===== config.mk =====
export PLATFORM = sky130hd
export DESIGN_NAME = dcenc_cell
export DESIGN_NICKNAME = d
export VERILOG_FILES = /design/src/dcenc_pkg.sv /design/src/dcenc_cell.sv
export SDC_FILE = /design/constraint.sdc
export NUM_CORES = 1
export LEC_CHECK = 0
export BUFFER_PORTS_ARGS = -buffer_cell sky130_fd_sc_hd__buf_2
export CORE_MARGIN = 1.5
export CORE_UTILIZATION = 43
export DETAILED_ROUTE_END_ITERATION = 7
export HOLD_SLACK_MARGIN = 0.08
export MAX_ROUTING_LAYER = met4
export PLACE_DENSITY = 0.76
export SETUP_SLACK_MARGIN = 0.15
export SLEW_MARGIN = 20
export SYNTH_ARGS = -nofsm -noshare
export SYNTH_HDL_FRONTEND = slang
export SYNTH_SLANG_ARGS = --single-unit

===== constraint.sdc =====
create_clock -name clk -period 6.3 [get_ports clk]
set_clock_uncertainty 0.15 [all_clocks]
set_input_delay 1.26 -clock clk [delete_from_list [all_inputs] [get_ports clk]]
set_output_delay 1.26 -clock clk [all_outputs]
set_load 0.01 [all_outputs]

===== src/dcenc_pkg.sv =====
// ----------------------------------------------------------------------------
// Dictionary encoder package
// Shared types, constants and the element-width cut used by the encoder.
// ----------------------------------------------------------------------------
package dcenc_pkg;

	// Default dictionary depth and the widest code the cells can carry.
	localparam int DICT_DEPTH_DEF = 1024;
	localparam int CODE_W         = 16;

	// Field widths of the result word.
	localparam int VALUE_W     = 64;
	localparam int CODE_OUT_W  = 10;
	localparam int ENTRY_W     = 11;
	localparam int CLASS_W     = 2;

	// Entry-count thresholds for the index width class.
	localparam int unsigned ONE_BYTE_LIMIT = 128;
	localparam int unsigned TWO_BYTE_LIMIT = 32768;

	// Element width selected by the configuration register.
	typedef enum logic [1:0] {
		ELEM_INT8  = 2'd0,
		ELEM_INT16 = 2'd1,
		ELEM_INT32 = 2'd2,
		ELEM_INT64 = 2'd3
	} elem_type_t;

	// Index width class reported with each result.
	typedef enum logic [CLASS_W-1:0] {
		CLASS_ONE_BYTE  = 2'd0,
		CLASS_TWO_BYTES = 2'd1,
		CLASS_FOUR_BYTES = 2'd2
	} index_class_t;

	// Token that travels down the cell chain, one cell per cycle.
	typedef struct packed {
		logic               valid;
		logic [VALUE_W-1:0] value;
		logic               last;
		logic               hit;
		logic               is_new;
		logic [CODE_W-1:0]  code;
	} dcenc_tok_t;

	// Keep the low bits of the selected width and sign-extend them.
	function automatic logic [VALUE_W-1:0] cut_to_width(
		input logic [VALUE_W-1:0] x,
		input elem_type_t         et
	);
		logic [VALUE_W-1:0] r;
		unique case (et)
			ELEM_INT8:  r = {{(VALUE_W-8){x[7]}}, x[7:0]};
			ELEM_INT16: r = {{(VALUE_W-16){x[15]}}, x[15:0]};
			ELEM_INT32: r = {{(VALUE_W-32){x[31]}}, x[31:0]};
			default:    r = x;
		endcase
		return r;
	endfunction

endpackage


===== src/dcenc_cell.sv =====
// ----------------------------------------------------------------------------
// Dictionary encoder cell
// Holds one dictionary entry, checks the passing word against it, claims the
// word when the slot is free, and hands the word on to the next cell.
// ----------------------------------------------------------------------------
module dcenc_cell #(
	parameter int INDEX = 0
) (
	input  logic                clk,
	input  logic                arst_n,
	input  dcenc_pkg::dcenc_tok_t tok_in,
	output dcenc_pkg::dcenc_tok_t tok_out
);
	import dcenc_pkg::*;

	logic               used_q;
	logic [VALUE_W-1:0] entry_q;
	logic               match;
	logic               claim;
	dcenc_tok_t         tok_nxt;
	logic               valid_q;
	logic [VALUE_W-1:0] value_q;
	logic               last_q;
	logic               hit_q;
	logic               is_new_q;
	logic [CODE_W-1:0]  code_q;

	// A word that has not yet found a home either matches this entry or,
	// if the slot is free, becomes this entry. Entries fill in order, so a
	// free slot means no later cell holds the value.
	always_comb begin
		match   = tok_in.valid && !tok_in.hit && used_q && (tok_in.value == entry_q);
		claim   = tok_in.valid && !tok_in.hit && !used_q;
		tok_nxt = tok_in;
		if (match || claim) begin
			tok_nxt.hit    = 1'b1;
			tok_nxt.is_new = claim;
			tok_nxt.code   = CODE_W'(INDEX);
		end
	end

	// Slot occupancy; the last word of a column frees the slot behind it.
	always_ff @(posedge clk or negedge arst_n) begin
		if (!arst_n) begin
			used_q <= 1'b0;
		end else if (tok_in.valid && tok_in.last) begin
			used_q <= 1'b0;
		end else if (claim) begin
			used_q <= 1'b1;
		end
	end

	// Stored value, written only when the slot is claimed.
	always_ff @(posedge clk) begin
		if (claim) begin
			entry_q <= tok_in.value;
		end
	end

	// Hand-off register toward the next cell.
	always_ff @(posedge clk or negedge arst_n) begin
		if (!arst_n) begin
			valid_q <= 1'b0;
		end else begin
			valid_q <= tok_nxt.valid;
		end
	end

	always_ff @(posedge clk) begin
		value_q  <= tok_nxt.value;
		last_q   <= tok_nxt.last;
		hit_q    <= tok_nxt.hit;
		is_new_q <= tok_nxt.is_new;
		code_q   <= tok_nxt.code;
	end

	always_comb begin
		tok_out.valid  = valid_q;
		tok_out.value  = value_q;
		tok_out.last   = last_q;
		tok_out.hit    = hit_q;
		tok_out.is_new = is_new_q;
		tok_out.code   = code_q;
	end

endmodule


==> reports/results.ini <==
[die]
core.rowCount=37
start_util_pct=44.49
dieArea_mm2=0.01136
ios=170
core_area_mm2=0.01037
fp.dieW_um=106.6
fp.dieH_um=106.6

[synthesis]
synth_top_area_share_pct=41.66
avgSynthCellArea_um2=16.19
synth-seq-cells=149
synth_edf_count=64
yosysTopAreaCell=edfxtp_1
ys_types=21
synth_common_cells=83 x dfxtp_1, 64 x edfxtp_1, 64 x xor2_1, 17 x nand2_1
ys_top_cells_by_area=edfxtp_1 42%, dfxtp_1 36%, xor2_1 12%, nor4_1 2.0%, a21oi_1 1.6%
synth_cells=285
synth_area_mm2=0.004613
synth_seq_area_share_pct=78.76
synth_ff_type=dfxtp_1
ys_warn_count=0
synth_fp_nets=371
async_reset_ff_share_pct=1.342
synth_most_common_cell=dfxtp_1

[grt]
grt.total_usage_pct=16.01
grt.met3_usage_pct=4.377
grt_use_met2_pct=24.13
grt_max_degree=42
grt_pass1_wl_um=13430
gr-usage-met1_pct=20.09
top_usage_layer=met2
grt-ovfl-total=0
first_global_vias=2782
antenna_found_initial=0

[sta]
slew_headroom_pct=53.84
clock.fmax_mhz=324.2
period_share_pct=48.96
setup-violations-final=0
final-hold-violation-count=0
grt_setup_unrepaired=no
final_max_slew_viol_count=0
layout_min_cycle_time_ns=3.085
fin_ws_ns=3.215
fin_setup_tns_ns=0
tightest_slew_ns=0.6901

[pwr]
power_leakage_uw=0.002682
powerDensity_mw_per_mm2=350.4
irDropWorstVdd_v=0.0001540
power.total_uw=2148

[setup_path]
cp.arrival_ns=3.08
r2r_end=entry_q[61]
rr_worst_depth=4
path_class=input pin to register
cp_top_family=buffers and inverters
cp_slowest_cell=inv_2
rr_startpoint=used_q
path_common_cell=nand2b_1
start_kind=input pin
cpPeakStageDelay_ns=0.55
cp-end-kind=register
cp_num_buf_inv=3
ff2ff_setup_slack_ns=3.78
crit_chain=buf_2 > nand2b_1 > nand2b_1 > inv_2 > buf_4
critPathRequiredTime_ns=6.30
path_max_fanout=41

[place]
placed_area_mm2=0.005577
place_inst=583
portBuffers=169
gp_congestion=0.7583
pre_cts_ws_ns=2.685
place_hpwl_um=6097

[clocking]
cts_resized=0
path_clk_slew_ns=0.06
root_buffer=clkbuf_8
cts_tree=yes
post_cts_buffers=0
cts_buffers=17
clock_path_buffers=2
cts_hold_buf=0
htree_levels=4
clock_sinks=149
clk_latency_ns=0.51

[layout]
drive_gt1_share_pct=42.38
finalNonFillerCells=615
area_growth_pct=32.93
design_area_mm2=0.006132
num_antenna_cells=0
fillers=842
nets=552

[drt]
routedWlPerCell_um=13.94
drt-total-wl_um=8575
dr_total_vias=2755
dr.pass1.iters=4
drtIter0Drc=124
postRouteAntennaNets=0
drc_errors=0
vias_per_cell=4.480

[run_status]
status=complete, no violations

[job]
max_cap_viol_count=0

[worst_hold_path]
hold_path.class=input pin to async pin

==> worst max path at each step <==
stage               startpoint           to  slack [ns]  cells past startpoint
CTS                 tok_in[17]  entry_q[61]        3.24                      5
global route        tok_in[17]   entry_q[7]        3.07                      5
global placement    tok_in[17]  entry_q[58]        2.78                      5
finish              tok_in[17]  entry_q[61]        3.22                      5
floorplan           tok_in[17]   entry_q[0]        2.73                      4
detailed placement  tok_in[17]  entry_q[51]        2.68                      5
==> registers in the layout, summed over array words and instances, names as in the netlist <==
register,flops
code_q,16
entry_q,64
hit_q,1
is_new_q,1
last_q,1
used_q,1
valid_q,1
value_q,64
==> power by group <==
| part | internal (uW) | switching (uW) | leakage, uW |
|---|---|---|---|
| sequential | 1060 | 13.6 | 0.00131 |
| combinational | 60.1 | 78.5 | 0.00109 |
| clock | 567 | 369 | 0.000275 |
| total | 1690 | 461 | 0.00268 |
==> kinds of logic after synthesis <==
kind of cell | count (synthesis) | synth area share (%)
buffers and inverters | 10 | 1.465
AO/OA/AOI/OAI | 19 | 2.414
flip-flops | 149 | 78.76
XOR/XNOR | 64 | 12.15
AND/OR/NAND/NOR | 43 | 5.207
==> layer usage <==
metal / vias to the layer above / share of wire (%) / wire [um]
met5: - / 0 / 0
met4: 0 / 1.6 / 141
met3: 14 / 5.8 / 494
met2: 98 / 49 / 4169
met1: 1289 / 44 / 3770
li1: 1354 / - / -
==> worst register-to-register path, delay by kind of cell, from the launching register on <==
| kind | cells | cell delay [ns] |
|---|---|---|
| flip-flops | 1 | 0.35 |
| AND/OR/NAND/NOR | 1 | 0.37 |
| buffers and inverters | 3 | 1.26 |
==> per-stage QoR <==
| step | util [%] | hold slack (ns) |
|---|---|---|
| 2_1_floorplan | - | 0.4065 |
| 3_3_place_gp | 53.78 | 0.4479 |
| 3_5_place_dp | 53.78 | 0.4562 |
| 4_1_cts | 59.13 | 0.3520 |
| 5_1_grt | 59.13 | 0.3582 |
| 6_report | 59.13 | 0.3789 |
==> layout by cell type, fill, tap and decap left out, types with 2 or more instances in the layout <==
| cell type | n |
|---|---|
| nor3_1 | 2 |
| xor2_1 | 64 |
| clkbuf_16 | 17 |
| nand4_1 | 3 |
| nor4_1 | 15 |
| clkbuf_8 | 3 |
| edfxtp_1 | 64 |
| nor3_4 | 2 |
| clkinv_2 | 3 |
| nand2b_1 | 2 |
| dfxtp_1 | 83 |
| nand2_1 | 17 |
| a21oi_1 | 15 |
| inv_4 | 2 |
| clkbuf_1 | 4 |
| buf_2 | 169 |
| dfrtp_1 | 2 |
==> layout make-up <==
class	count	area (um2)	share of cell area (%)
clock buffers	24	481.7	7.856
clock inverters	8	73.82	1.204
inverters	2	7.507	0.1224
multi-input cells	126	912.1	14.87
flip-flops and latches	149	3633	59.25
well taps	136	170.2	2.775
repair buffers	170	853.3	13.92
(Power assumes the default switching activity.)
